--- src/sv/q15_vector_circle_limit_top_assert.svh ---
// assertion macros for the vector circle limiter
`ifndef Q15_VECTOR_CIRCLE_LIMIT_TOP_ASSERT_SVH
`define Q15_VECTOR_CIRCLE_LIMIT_TOP_ASSERT_SVH
// a condition implies a consequence on the next cycle
`define VCL_ASSERT_NEXT(label, clk, rst, cond, cons, msg) \
  label: assert property (@(posedge clk) disable iff (rst) (cond) |=> (cons)) \
    else $error(msg);
// a condition implies a consequence in the same cycle
`define VCL_ASSERT_NOW(label, clk, rst, cond, cons, msg) \
  label: assert property (@(posedge clk) disable iff (rst) (cond) |-> (cons)) \
    else $error(msg);
`endif

--- src/sv/vcl_pkg.sv ---
// package for the vector circle limiter: types and constants
package vcl_pkg;
  localparam int unsigned QBits = 15;
  localparam logic [14:0] Q15Max = 15'h7fff;
  localparam int unsigned RootBits = 16;
  localparam int unsigned QuotBits = 16;

  typedef struct packed {
    logic signed [15:0] x_in;
    logic signed [15:0] y_in;
  } vcl_in_t;

  typedef struct packed {
    logic signed [15:0] x_out;
    logic signed [15:0] y_out;
    logic [14:0] scale_factor;
  } vcl_out_t;
endpackage

--- src/sv/vcl_sqrt.sv ---
// pipelined floor square root, one result bit per stage
module vcl_sqrt
  import vcl_pkg::*;
#(
  parameter type tag_t = logic
) (
  input  logic        clk,
  input  logic        rst,
  input  logic        en,
  input  logic        in_valid,
  input  logic [31:0] in_rad,
  input  tag_t        in_tag,
  output logic        out_valid,
  output logic [RootBits-1:0] out_root,
  output tag_t        out_tag
);
  localparam int unsigned N = RootBits;
  logic [N:0]     vld;
  logic [31:0]    rem  [N+1];
  logic [N-1:0]   root [N+1];
  logic [31:0]    rad  [N+1];
  tag_t           tag  [N+1];

  assign vld[0]  = in_valid;
  assign rem[0]  = '0;
  assign root[0] = '0;
  assign rad[0]  = in_rad;
  assign tag[0]  = in_tag;

  for (genvar i = 0; i < N; i++) begin : g_stage
    logic [33:0] trial;
    logic [33:0] cur;
    always_comb begin
      cur   = {rem[i], rad[i][31:30]};
      trial = cur - {16'd0, root[i], 2'b01};
    end
    always_ff @(posedge clk) begin
      if (rst) begin
        vld[i+1] <= 1'b0;
      end else if (en) begin
        vld[i+1] <= vld[i];
      end
      if (en) begin
        tag[i+1] <= tag[i];
        rad[i+1] <= {rad[i][29:0], 2'b00};
        if (!trial[33]) begin
          rem[i+1]  <= trial[31:0];
          root[i+1] <= {root[i][N-2:0], 1'b1};
        end else begin
          rem[i+1]  <= cur[31:0];
          root[i+1] <= {root[i][N-2:0], 1'b0};
        end
      end
    end
  end

  assign out_valid = vld[N];
  assign out_root  = root[N];
  assign out_tag   = tag[N];
endmodule

--- config.mk ---
export PLATFORM = sky130hd
export DESIGN_NAME = vcl_sqrt
export DESIGN_NICKNAME = d
export VERILOG_FILES = /design/src/sv/q15_vector_circle_limit_top_assert.svh /design/src/sv/vcl_pkg.sv /design/src/sv/vcl_sqrt.sv
export SDC_FILE = /design/constraint.sdc
export NUM_CORES = 1
export LEC_CHECK = 0
export BUFFER_PORTS_ARGS = -buffer_cell sky130_fd_sc_hd__buf_4
export CAP_MARGIN = 30
export CORE_MARGIN = 5
export CORE_UTILIZATION = 55
export CTS_CLUSTER_SIZE = 28
export DETAILED_ROUTE_END_ITERATION = 8
export PLACE_DENSITY = 0.79
export SLEW_MARGIN = 20
export SYNTH_ARGS = -nofsm -noshare
export SYNTH_HDL_FRONTEND = slang
export SYNTH_SLANG_ARGS = --single-unit
--- constraint.sdc ---
create_clock -name clk -period 9.14 [get_ports clk]
set_input_delay 0 -clock clk [delete_from_list [all_inputs] [get_ports clk]]
set_output_delay 0 -clock clk [all_outputs]
set_load 0.03 [all_outputs]
Word-level counts from Yosys, hierarchy flattened
Cells that the tools add are included.
Storage, ports and cells
  register bits: 859
  output and inout bits: 18
  logic and storage cells: 126
  input bits: 37
Operators by class
  mux-type cells: 31
  add/sub/neg operators: 16
Operators by type and width (number)
  $mux W32: 14
  $sub A34 B10 Y34: 1
  $sub A34 B11 Y34: 1
  $sub A34 B12 Y34: 1
  $sub A34 B13 Y34: 1
  $sub A34 B14 Y34: 1
  $sub A34 B15 Y34: 1
  $sub A34 B16 Y34: 1
  $sub A34 B17 Y34: 1
  $sub A34 B3 Y34: 1
  $sub A34 B4 Y34: 1
  $sub A34 B5 Y34: 1
  $sub A34 B6 Y34: 1
  $sub A34 B7 Y34: 1
  $sub A34 B8 Y34: 1
  $sub A34 B9 Y34: 1
  $mux W1: 16
  $sub A2 B1 Y3 const B: 1
  $mux W2: 1

Logic depth before layout (Yosys ltp)
  depth in word-level cells: 2
  depth in mapped cells: 13
  mapped depth without buffers: 12

Worst setup path before layout
OpenSTA, ideal clock, no wires.
  kind: reg2reg
  from: register rem, in the netlist g_stage[10].cur[26]
  to: register rem, in the netlist g_stage[11].cur[22] (data pin)
  required time: 8.869 ns
  cell stages (with the launch flop): 11
  setup slack: 5.571 ns
  clock period less this slack: 3.569 ns
  setup time: 0.271 ns
  buffers on the path: 1
  arrival time: 3.297 ns
  cells stage by stage: edfxtp_1 > or4_1 > or4_1 > nor4b_1 > o211ai_1 > xor2_1 > a21bo_2 > or2_2 > clkbuf_1 > nor4_1 > xor2_1
Between the ends
  longest elaborated chain between the ends: 2
RTL lines
  start, declared: RTL line vcl_sqrt.sv:19  | logic [31:0] rem [N+1];
  start signal, assigned by index: RTL line vcl_sqrt.sv:47  | rem[i+1] <= trial[31:0];
  start signal, assigned by index: RTL line vcl_sqrt.sv:50  | rem[i+1] <= cur[31:0];
  $sub A34 B12 Y34: RTL line vcl_sqrt.sv:35  | trial = cur - {16'd0, root[i], 2'b01};
  $mux W32: RTL line vcl_sqrt.sv:46  | if (!trial[33]) begin
No other way between the ends.
A chain may end at the register's enable or synchronous reset.

Worst setup path in the final report
  from: register rem, in the netlist g_stage[6].cur[22]
  to: register rem, in the netlist g_stage[7].cur[26] (data pin)
Between the ends
  longest elaborated chain between the ends: 2
RTL lines (RTL line)
  $sub A34 B8 Y34: vcl_sqrt.sv:35
  $mux W32: vcl_sqrt.sv:46
No other way between the ends.

==> impl_metrics.csv <==
group,metric,value,unit
placement,dpl-instance-area,0.0402,sq mm
synthesis,async_reset_ff_share,0,%
global_routing,antenna_found_initial,0,
timing,setup_tns,0,ns
synthesis,netlist_top_cells_area,"edfxtp_1, ha_1, xor2_1",
placement,gp_congestion,0.918,
clocking,clk_latency,0.64,ns
clocking,cts_resized,0,
synthesis,postSynthAreaPerCell,13.3,sq um
global_routing,grt_usage,17.8,%
pwr,powerDensity,220,mW/mm^2
global_routing,overflow,0,
timing,finalSetupViolations,0,
synthesis,synth_most_common_cell,"edfxtp_1",
floorplan,ios,55,
synthesis,synth_seq_cells,843,
setup_path,cpPeakStageDelay,0.70,ns
timing,skew,0.0490,ns
setup_path,cp.required,9.47,ns
finish,areaGrowthSynthToFinish,12.4,%
setup_path,cp_max_fo,13,
timing,slew_violations,0,
route,routedWlPerCell,16.6,um
synthesis,yosysUniqueCellTypes,75,
synthesis,ys_seq_area_share,65.0,%
pwr,leakagePower,16.0,nW
floorplan,floorplan.rows,97,
placement,pre_cts_ws,4.67,ns
synthesis,synth_common_cells,"edfxtp_1, nor2_1, xor2_1, inv_1, xnor2_1",
floorplan,die_x,275,um
timing,hold_violations,0,
outcome,status,"finished clean",
setup_path,end_kind,"register",
clocking,numCtsBuffers,86,
finish,final_area,0.0435,sq mm
route,drc,0,
synthesis,syn_area,0.0387,sq mm
clocking,hold_buffers,40,
floorplan,core,0.0699,sq mm
setup_path,cp_slowest_cell,"xor2_1",
timing,slew_headroom,28.1,%
route,drt_iter0_drc,1563,
min_path,min_from,"in_rad[18]",
placement,hpwl,46500,um
synthesis,synth_edf_count,827,
clocking,clk_pin_slew_worst_paths,0.06,ns
timing,final.min_clock_period,4.47,ns
flow_run,max_cap_violations,0,
synthesis,yosys.area.top_type_share,64.2,%
route,vias,22300,
global_routing,grt_max_degree,206,
timing,fmax,0.224,GHz
timing,tightest_slew,1.08,ns
synthesis,synthCells,2902,
clocking,cts_buffer_depth,3,
placement,io_buffers,54,
floorplan,initial_core_util,55.4,%
route,ant_nets,0,
finish,stdcell_count,4050,
clocking,cts.sink_count,843,
clocking,cts-root-buf,"clkbuf_16",
synthesis,synth.largest_area_cell,"edfxtp_1",
synthesis,synth_nets,3075,
setup_path,critical_path.startpoint,"g_stage[6].cur[22]",
pwr,vdd.ir_drop.worst,0.000167,V
floorplan,dieArea,0.0758,sq mm
clocking,htree_levels,3,
clocking,cts_tree,"done",
route,drt_wl_total,67100,um
setup_path,worstSetupPathType,"reg -> reg",
global_routing,grt_pass1_vias,23000,
min_path,hold_path.class,"in -> reg",
timing,postLayoutSetupSlackWorst,4.67,ns
route,dr.pass1.iters,5,
synthesis,synth_ff_type,"edfxtp_1",
synthesis,yosys_warnings,0,
setup_path,start_kind,"register",
finish,nNetsFinal,3211,
global_routing,grt_pass1_wl,111000,um
route,vias_per_cell,5.50,
finish,n_antenna_cell,0,
floorplan,die_h,275,um
timing,rsz0062_at_grt,"no",
clocking,cts_setup_buffers,0,
setup_path,arrival,4.80,ns
placement,dp_cells,3847,
timing,post-route-period-util,48.9,%
finish,drive_above_1_share,9.61,%
setup_path,path_cells,"or3_1, or3_1, or4_1, nor4_1, nand2_1, xor2_1, nand3_1, nor4_1, xor2_1",
setup_path,r2r_start,"g_stage[6].cur[22]",
[power by group]
group | switching (mW) | internal [mW] | total, mW | leakage, nW
logic | 0.650 | 0.494 | 1.14 | 6.36
clock network | 1.48 | 2.08 | 3.56 | 1.40
registers | 0.200 | 4.65 | 4.85 | 8.23
[kinds of logic after synthesis]
kind of cell    synth area share, %
buf+inv                        2.63
other cells                 0.00969
simple gates                   11.4
mux                            2.23
compound gates                 5.87
xor+xnor                       8.48
flops                          65.0
fa+ha+maj                      4.40
[through the flow]
step	hold WS (ns)	power [mW]	util, %
after global routing	0.0507	9.96	62.2
after global placement	0.178	5.97	57.4
after CTS	0.0243	9.62	62.2
final	0.0751	9.55	62.2
after detailed placement	0.179	6.04	57.4
after floorplan	0.0989	5.68	-
[final timing paths]
path	slack [ns]	to	depth (start not counted)
max reg2reg	4.67	g_stage[7].cur[26]	9
min reg2reg	0.41	rad[310]	0
max	4.67	g_stage[7].cur[26]	9
min	0.08	rad[500]	2
[cell type report]
cell class / count / area, sq um
Clock buffer: 101 / 2230
Fill cell: 5047 / 26400
Clock inverter: 59 / 678
Tap cell: 940 / 1180
Multi-Input combinational cell: 1804 / 12500
Sequential cell: 843 / 25200
Timing Repair Buffer: 112 / 996
Inverter: 191 / 717
[critical path, delay by kind of cell, from the launching register on]
kind	cells	cell delay [ns]
and+or+nand+nor	7	2.90
DFF	1	0.41
xor gates and xnor gates	2	0.83
[sequential cells by signal (all words and copies together) (netlist names)]
name         flops
out_tag          1
root           120
g_stage.cur    465
out_valid        1
out_root        16
vld             15
tag             15
rad            210
[cell usage in the layout (no fill, tap or decap), types with 18 or more instances in the layout]
master         netlist  layout
edfxtp_1           827     827
nor2_1             213     213
xor2_1             193     192
inv_1              189     189
xnor2_1            180     180
nand2_1            174     174
ha_1               136     136
o21ai_0            103     103
nor3_1              96      96
a21oi_1             87      87
clkbuf_16            0      87
nor4_1              64      64
buf_4               16      64
mux2_2              58      58
nand3_1             50      50
or3_1               45      45
nand2b_1            40      40
dlygate4sd3_1        0      40
o21a_1              34      34
or4_1               34      34
a21o_1              23      23
nor2b_1             21      21
mux2i_1             21      21
clkinv_2             0      18
[routing by layer]
layer	part of all wire, %	track usage (%)	routed length [um]
met5	0	0	0
met1	36	18.4	24300
met3	3.6	3.16	2390
met4	5.1	8.93	3420
met2	55	34.2	36900
No activity file was read; power rests on OpenSTA's default activity.
