File: src/sv/q15_vector_circle_limit_top_assert.svh
// assertion macros for the vector circle limiter
`ifndef Q15_VECTOR_CIRCLE_LIMIT_TOP_ASSERT_SVH
`define Q15_VECTOR_CIRCLE_LIMIT_TOP_ASSERT_SVH
// a condition implies a consequence on the next cycle
`define VCL_ASSERT_NEXT(label, clk, rst, cond, cons, msg) \
  label: assert property (@(posedge clk) disable iff (rst) (cond) |=> (cons)) \
    else $error(msg);
// a condition implies a consequence in the same cycle
`define VCL_ASSERT_NOW(label, clk, rst, cond, cons, msg) \
  label: assert property (@(posedge clk) disable iff (rst) (cond) |-> (cons)) \
    else $error(msg);
`endif

File: src/sv/vcl_pkg.sv
// package for the vector circle limiter: types and constants
package vcl_pkg;
  localparam int unsigned QBits = 15;
  localparam logic [14:0] Q15Max = 15'h7fff;
  localparam int unsigned RootBits = 16;
  localparam int unsigned QuotBits = 16;

  typedef struct packed {
    logic signed [15:0] x_in;
    logic signed [15:0] y_in;
  } vcl_in_t;

  typedef struct packed {
    logic signed [15:0] x_out;
    logic signed [15:0] y_out;
    logic [14:0] scale_factor;
  } vcl_out_t;
endpackage

File: src/sv/vcl_div.sv
// pipelined restoring divider, one quotient bit per stage
module vcl_div
  import vcl_pkg::*;
#(
  parameter type tag_t = logic
) (
  input  logic        clk,
  input  logic        rst,
  input  logic        en,
  input  logic        in_valid,
  input  logic [29:0] in_num,
  input  logic [RootBits-1:0] in_den,
  input  tag_t        in_tag,
  output logic        out_valid,
  output logic [QuotBits-1:0] out_quot,
  output tag_t        out_tag
);
  // quotient fits 16 bits when limit <= root, which holds for an over-limit vector
  localparam int unsigned N = QuotBits;
  logic [N:0]            vld;
  logic [RootBits:0]     rem  [N+1];
  logic [29:0]           num  [N+1];
  logic [N-1:0]          quo  [N+1];
  logic [RootBits-1:0]   den  [N+1];
  tag_t                  tag  [N+1];

  assign vld[0] = in_valid;
  assign rem[0] = {3'd0, in_num[29:16]};
  assign num[0] = {in_num[15:0], 14'd0};
  assign quo[0] = '0;
  assign den[0] = in_den;
  assign tag[0] = in_tag;

  for (genvar i = 0; i < N; i++) begin : g_stage
    logic [RootBits+1:0] cur;
    logic [RootBits+1:0] diff;
    always_comb begin
      cur  = {rem[i], num[i][29]};
      diff = cur - {2'b00, den[i]};
    end
    always_ff @(posedge clk) begin
      if (rst) begin
        vld[i+1] <= 1'b0;
      end else if (en) begin
        vld[i+1] <= vld[i];
      end
      if (en) begin
        tag[i+1] <= tag[i];
        den[i+1] <= den[i];
        num[i+1] <= {num[i][28:0], 1'b0};
        if (!diff[RootBits+1]) begin
          rem[i+1] <= diff[RootBits:0];
          quo[i+1] <= {quo[i][N-2:0], 1'b1};
        end else begin
          rem[i+1] <= cur[RootBits:0];
          quo[i+1] <= {quo[i][N-2:0], 1'b0};
        end
      end
    end
  end

  assign out_valid = vld[N];
  assign out_quot  = quo[N];
  assign out_tag   = tag[N];
endmodule

File: config.mk
export PLATFORM = sky130hd
export DESIGN_NAME = vcl_div
export DESIGN_NICKNAME = d
export VERILOG_FILES = /design/src/sv/q15_vector_circle_limit_top_assert.svh /design/src/sv/vcl_pkg.sv /design/src/sv/vcl_div.sv
export SDC_FILE = /design/constraint.sdc
export NUM_CORES = 1
export LEC_CHECK = 0
export BUFFER_PORTS_ARGS = -buffer_cell sky130_fd_sc_hd__buf_2
export CAP_MARGIN = 20
export CORE_MARGIN = 2
export CORE_UTILIZATION = 45
export DETAILED_ROUTE_END_ITERATION = 12
export GPL_TIMING_DRIVEN = 0
export MAX_ROUTING_LAYER = met4
export PLACE_DENSITY = 0.7
export SYNTH_ARGS = -nofsm -noshare
export SYNTH_HDL_FRONTEND = slang
export SYNTH_SLANG_ARGS = --single-unit
File: constraint.sdc
create_clock -name clk -period 5.1 [get_ports clk]
set_input_delay 0.51 -clock clk [delete_from_list [all_inputs] [get_ports clk]]
set_output_delay 0.51 -clock clk [all_outputs]
set_load 0.02 [all_outputs]
== After elaboration in Yosys (flattened, before gate mapping) ==
Cells that the tools add are included.

* Register bits: 783
* Input port bits: 51
* Output and inout bits: 18
* Logic and storage cells: 141

* Add/sub/neg operators: 16
* Muxes and demuxes: 31

{| class="wikitable"
|+ Operators with widths
! operator !! count
|-
| 18-bit by 16-bit subtractor with 18-bit output || 15
|-
| 17-bit two-way mux || 14
|-
| 15-bit by 16-bit subtractor with 17-bit output || 1
|-
| 1-bit two-way mux || 16
|-
| 15-bit two-way mux || 1
|}

== Logic depth before layout (Yosys ltp) ==
* Word-level depth: 2
* Gate-level depth with buffers: 13
* Gate-level depth less buffers: 11

== Worst setup path after synthesis ==
Ideal clock, no wire load.

* Path type: register to register
* From: register den[209] in the netlist's numbering
* To: register rem (netlist bit g_stage[4].cur[10]), data pin
* Setup time: 0.260 ns
* Data arrival time: 2.508 ns
* Required time: 4.840 ns
* Setup slack: 2.332 ns
* Cell stages (with the launch flop): 11
* Buffers on the path: 1
* Clock period less this slack: 2.768 ns
* Cells stage by stage: edfxtp_1 -> inv_1 -> ha_1 -> nor2b_1 -> o31a_1 -> o41ai_1 -> o211ai_1 -> a41oi_2 -> xnor2_2 -> buf_2 -> mux2_2

* Cells in the longest elaborated chain, start to end: 2

{| class="wikitable"
|+ RTL lines
! item !! line !! source
|-
| start, declared || vcl_div.sv:24 || <nowiki>logic [RootBits-1:0] den [N+1];</nowiki>
|-
| start signal, assigned by index || vcl_div.sv:49 || <nowiki>den[i+1] <= den[i];</nowiki>
|-
| 18-bit by 16-bit subtractor with 18-bit output || vcl_div.sv:39 || <nowiki>diff = cur - {2'b00, den[i]};</nowiki>
|-
| 17-bit two-way mux || vcl_div.sv:51 || <nowiki>if (!diff[RootBits+1]) begin</nowiki>
|-
| end signal, assigned by index || vcl_div.sv:52 || <nowiki>rem[i+1] <= diff[RootBits:0];</nowiki>
|-
| end signal, assigned by index || vcl_div.sv:55 || <nowiki>rem[i+1] <= cur[RootBits:0];</nowiki>
|-
| end, declared || vcl_div.sv:21 || <nowiki>logic [RootBits:0] rem [N+1];</nowiki>
|}

No other way between the ends.
A chain may end at the register's enable or synchronous reset.

== Worst setup path in the final report ==
* From: register den[208] in the netlist's numbering
* To: register rem (netlist bit g_stage[4].cur[2]), data pin

Same word-level chain as after synthesis.

==> summary.md <==
| Metric | Value |
|---|---|
| Fin crit share | `75.6%` |
| Largest cells by area after synthesis | `edfxtp_1 59%, ha_1 8.2%, inv_1 3.1%` |
| Cts hold-fix bufs | `11` |
| Max FO, Critical Path | `10` |
| Fraction of registers with async set/reset | `0%` |
| Fin. Hold Viols | `0` |
| HP Class | `in -> reg` |
| DP Wirelength | `48,700 um` |
| Die width | `just under 300 um` |
| Gpl congestion | `slightly above 0.9` |
| Seq/Total Area, Yosys | `about 60%` |
| First-pass GRT wire length | `around 110,000 um` |
| Critical path's largest stage delay | `about 0.57 ns` |
| Cell family with most CP delay | `compound AO/OA/AOI/OAI gates` |
| Vias per cell | `roughly 5.2` |
| WP depth | `9` |
| Synth Warn # | `0` |
| Critical path endpoint category | `register` |
| Worst path slowest cell | `mux2i_1` |
| WHS | `between 0.04 and 0.05 ns` |
| Max Cap Viol | `0` |
| Slew HR | `roughly two fifths` |
| Final min period | `a little under 4 ns` |
| Clk network pwr share | `23.3%` |
| Kind of critical path | `reg -> reg` |
| Synth Net Count | `roughly 3,300` |
| Area growth, synth to finish | `12.8%` |
| Setup bufs post-CTS | `0` |
| Final Net Count | `3,507` |
| Die Y | `between 200 and 300 um` |
| Synthesized area | `between 30,000 and 40,000 sq um` |
| Dominant cell type by area after synthesis | `edfxtp_1` |
| CTS Buf Count | `between 80 and 90` |
| Rows | `around 110` |
| GRT overflow | `0` |
| Critical Path, Cell by Cell | `ha_1, nor2b_1, o31a_1, o41ai_1, o211ai_1, a41oi_2, xnor2_2, buf_4, mux2i_1` |
| Share of the synthesized area in the top cell type | `roughly three fifths` |
| Net switching power | `about 9.4 mW` |
| WL/cell | `15.4 um` |
| Worst-path clk slew | `0.06 ns` |
| DR vias | `~23,000` |
| Outcome | `finished, final reports clean` |
| H-tree Lvls | `3` |
| Drt initial violations | `1,157` |
| I/O Buffers | `67` |
| WP buf/inv | `1` |
| IO Pins | `between 60 and 70` |
| Combinational power share | `around 40%` |
| Yosys reg bits | `783` |
| Post-detailed-routing wire length | `a little under 70,000 um` |
| Clock sinks | `a little under 800` |
| Reg-to-reg setup timing slack | `~1.2 ns` |
| DP Cell Count | `about 4,200` |
| Layout Cells excl Fill | `about 4,400` |
| Cell count after synthesis | `slightly above 3,000` |
| Syn Area/Cell | `approximately 13 sq um` |
| Fraction of layout cells with a size suffix above 1 | `a little under an eighth` |
| Initial DRT Pass Iterations | `5` |
| Final Setup Violations | `0` |
| Die Area | `about 89,000 sq um` |
| CTS tree | `done` |
| Hold path cells | `1` |
| Vias in the first global route | `~24,000` |
| Post-CTS sizing | `0` |
| Worst-Skew Late Latency | `between 0.6 and 0.7 ns` |
| Reg2Reg Depth | `9` |
| Internal | `between 15 and 20 mW` |
| Worst Tran Pin Value | `about 0.87 ns` |
| RSZ-0062 raised after global routing | `false` |
| Drt drc | `0` |
| Max Clock Skew | `around 0.057 ns` |
| Clock Tree Buf Depth | `3` |
| Crit path required time | `roughly 5.5 ns` |
| Final slew viol count | `0` |
| Post-synthesis cell type count | `between 70 and 80` |
| Top FF cell, synth | `edfxtp_1` |
| Power Dens Cells | `between 600 and 700 nW/um^2` |
| Initial core utilization | `roughly 46%` |
| Post-detailed-route count of antenna-violating nets | `0` |
| Sw Ratio | `between 30% and 40%` |
| Pin count of the biggest net entering global routing | `between 100 and 150` |
| Part of the power in registers | `a little over a third` |
| Fmax | `259 MHz` |
| CTS root buffer | `clkbuf_16` |
| Core region area | `between 80,000 and 90,000 sq um` |
| Initial antenna violation count | `0` |
| Gr usage total | `about 16%` |
| Leakage | `about 17 nW` |
| Worst EP arrival | `between 4 and 5 ns` |
| # diodes | `0` |
| EDFF count, synth | `between 700 and 800` |
| Layout fillers | `between 7,000 and 8,000` |
| Max VDD drop | `317 uV` |
| Setup crit start kind | `register` |
[worst register-to-register path, stage by stage, from the launching register on]
cell and delay [ns]:
edfxtp_1 0.53, ha_1 0.39, nor2b_1 0.10, o31a_1 0.30
o41ai_1 0.47, o211ai_1 0.34, a41oi_2 0.35, xnor2_2 0.22
buf_4 0.29, mux2i_1 0.57
[synth_stat cells, types with 9 or more instances]
cell	number
a211o_1	24
a211oi_1	29
a21o_1	61
a21oi_1	148
a31oi_1	9
and3_1	23
buf_2	32
buf_4	17
clkbuf_1	15
dfxtp_1	16
edfxtp_1	767
fa_1	15
ha_1	254
inv_1	318
mux2_1	12
mux2_2	68
mux2i_1	30
nand2_1	177
nand2b_1	27
nand3_1	35
nand3b_1	12
nor2_1	140
nor2b_1	48
nor3_1	41
nor4_1	9
o21a_1	81
o21ai_0	209
o21bai_1	12
o221ai_1	11
o22ai_1	11
o31a_1	35
o31ai_1	27
or3_1	10
xnor2_1	120
xor2_1	52
[cell type report]
type                       instances  area, sq um  area share (%)
multi-input combinational       1841        14000            31.8
buffer                            67          363           0.827
inverter                         325         1220            2.78
clock inverter                    58          752            1.71
timing repair buffer              84          621            1.41
sequential                       783        23400            53.2
tap                             1144         1430            3.26
clock buffer                      98         2180            4.96
[routing by layer]
layer / GRT usage, % / vias to the layer above / part of all wire (%)
met4: 9.46 / 0 / 6.2
met1: 13.8 / 10895 / 35
met5: - / - / 0
li1: - / 11473 / -
met3: 2.73 / 223 / 3.5
met2: 30.3 / 410 / 56
[power groups by stage]
| stage | clock, mW | sequential [mW] | combinational [mW] |
|---|---|---|---|
| 3_3_place_gp | 0 | 10.2 | 10.6 |
| 3_5_place_dp | 0 | 10.1 | 10.8 |
| 5_1_grt | 6.80 | 10.1 | 12.1 |
| 4_1_cts | 6.54 | 9.96 | 10.9 |
| 2_1_floorplan | 0 | 9.83 | 8.36 |
| 6_report | 6.34 | 9.95 | 10.9 |
[cell families (layout without fill, tap and decap cells)]
family          count (synthesis)  after routing  synth area share (%)
simple gates                  548            548                  6.68
flops                         783            783                  60.0
fa+ha+maj                     269            269                  8.94
xor+xnor                      181            181                  4.28
mux                           110            110                  3.09
buf+inv                       392            632                  4.07
other cells                     1              1               0.00964
compound gates                732            732                  12.9
[per-stage QoR]
stage	power [mW]	instance area (sq um)	setup WS (ns)	setup TNS [ns]	utilization [%]
6_report	27.2	43900	1.24	0	51.4
4_1_cts	27.4	43900	1.27	0	51.4
2_1_floorplan	18.2	38900	2.33	0	-
3_3_place_gp	20.8	40700	-8.93	-6341.46	47.6
5_1_grt	29.0	43900	1.20	0	51.4
3_5_place_dp	20.9	40800	1.30	0	47.8
[final timing paths]
kind             start                end
min          in_num[6]           num[471]
max           den[208]  g_stage[4].cur[2]
min reg2reg   quo[147]           quo[132]
max reg2reg   den[208]  g_stage[4].cur[2]
[registers in the layout, indices dropped and copies added, names as in the netlist]
name	flops
den	240
g_stage.cur	270
num	105
out_quot	16
out_tag	1
out_valid	1
quo	120
tag	15
vld	15
[cells in the final DEF (no fill, tap or decap), types with 28 or more instances in the layout]
| master | instances |
|---|---|
| nand3_1 | 35 |
| a211oi_1 | 29 |
| inv_1 | 318 |
| clkbuf_1 | 28 |
| ha_1 | 254 |
| o31a_1 | 35 |
| a21oi_1 | 148 |
| mux2_2 | 68 |
| o21ai_0 | 209 |
| clkbuf_16 | 85 |
| edfxtp_1 | 767 |
| nor2b_1 | 48 |
| nand2_1 | 177 |
| o21a_1 | 81 |
| buf_2 | 98 |
| xor2_1 | 52 |
| a21o_1 | 61 |
| xnor2_1 | 120 |
| mux2i_1 | 30 |
| nor3_1 | 41 |
| nor2_1 | 140 |
(Power assumes the default switching activity.)
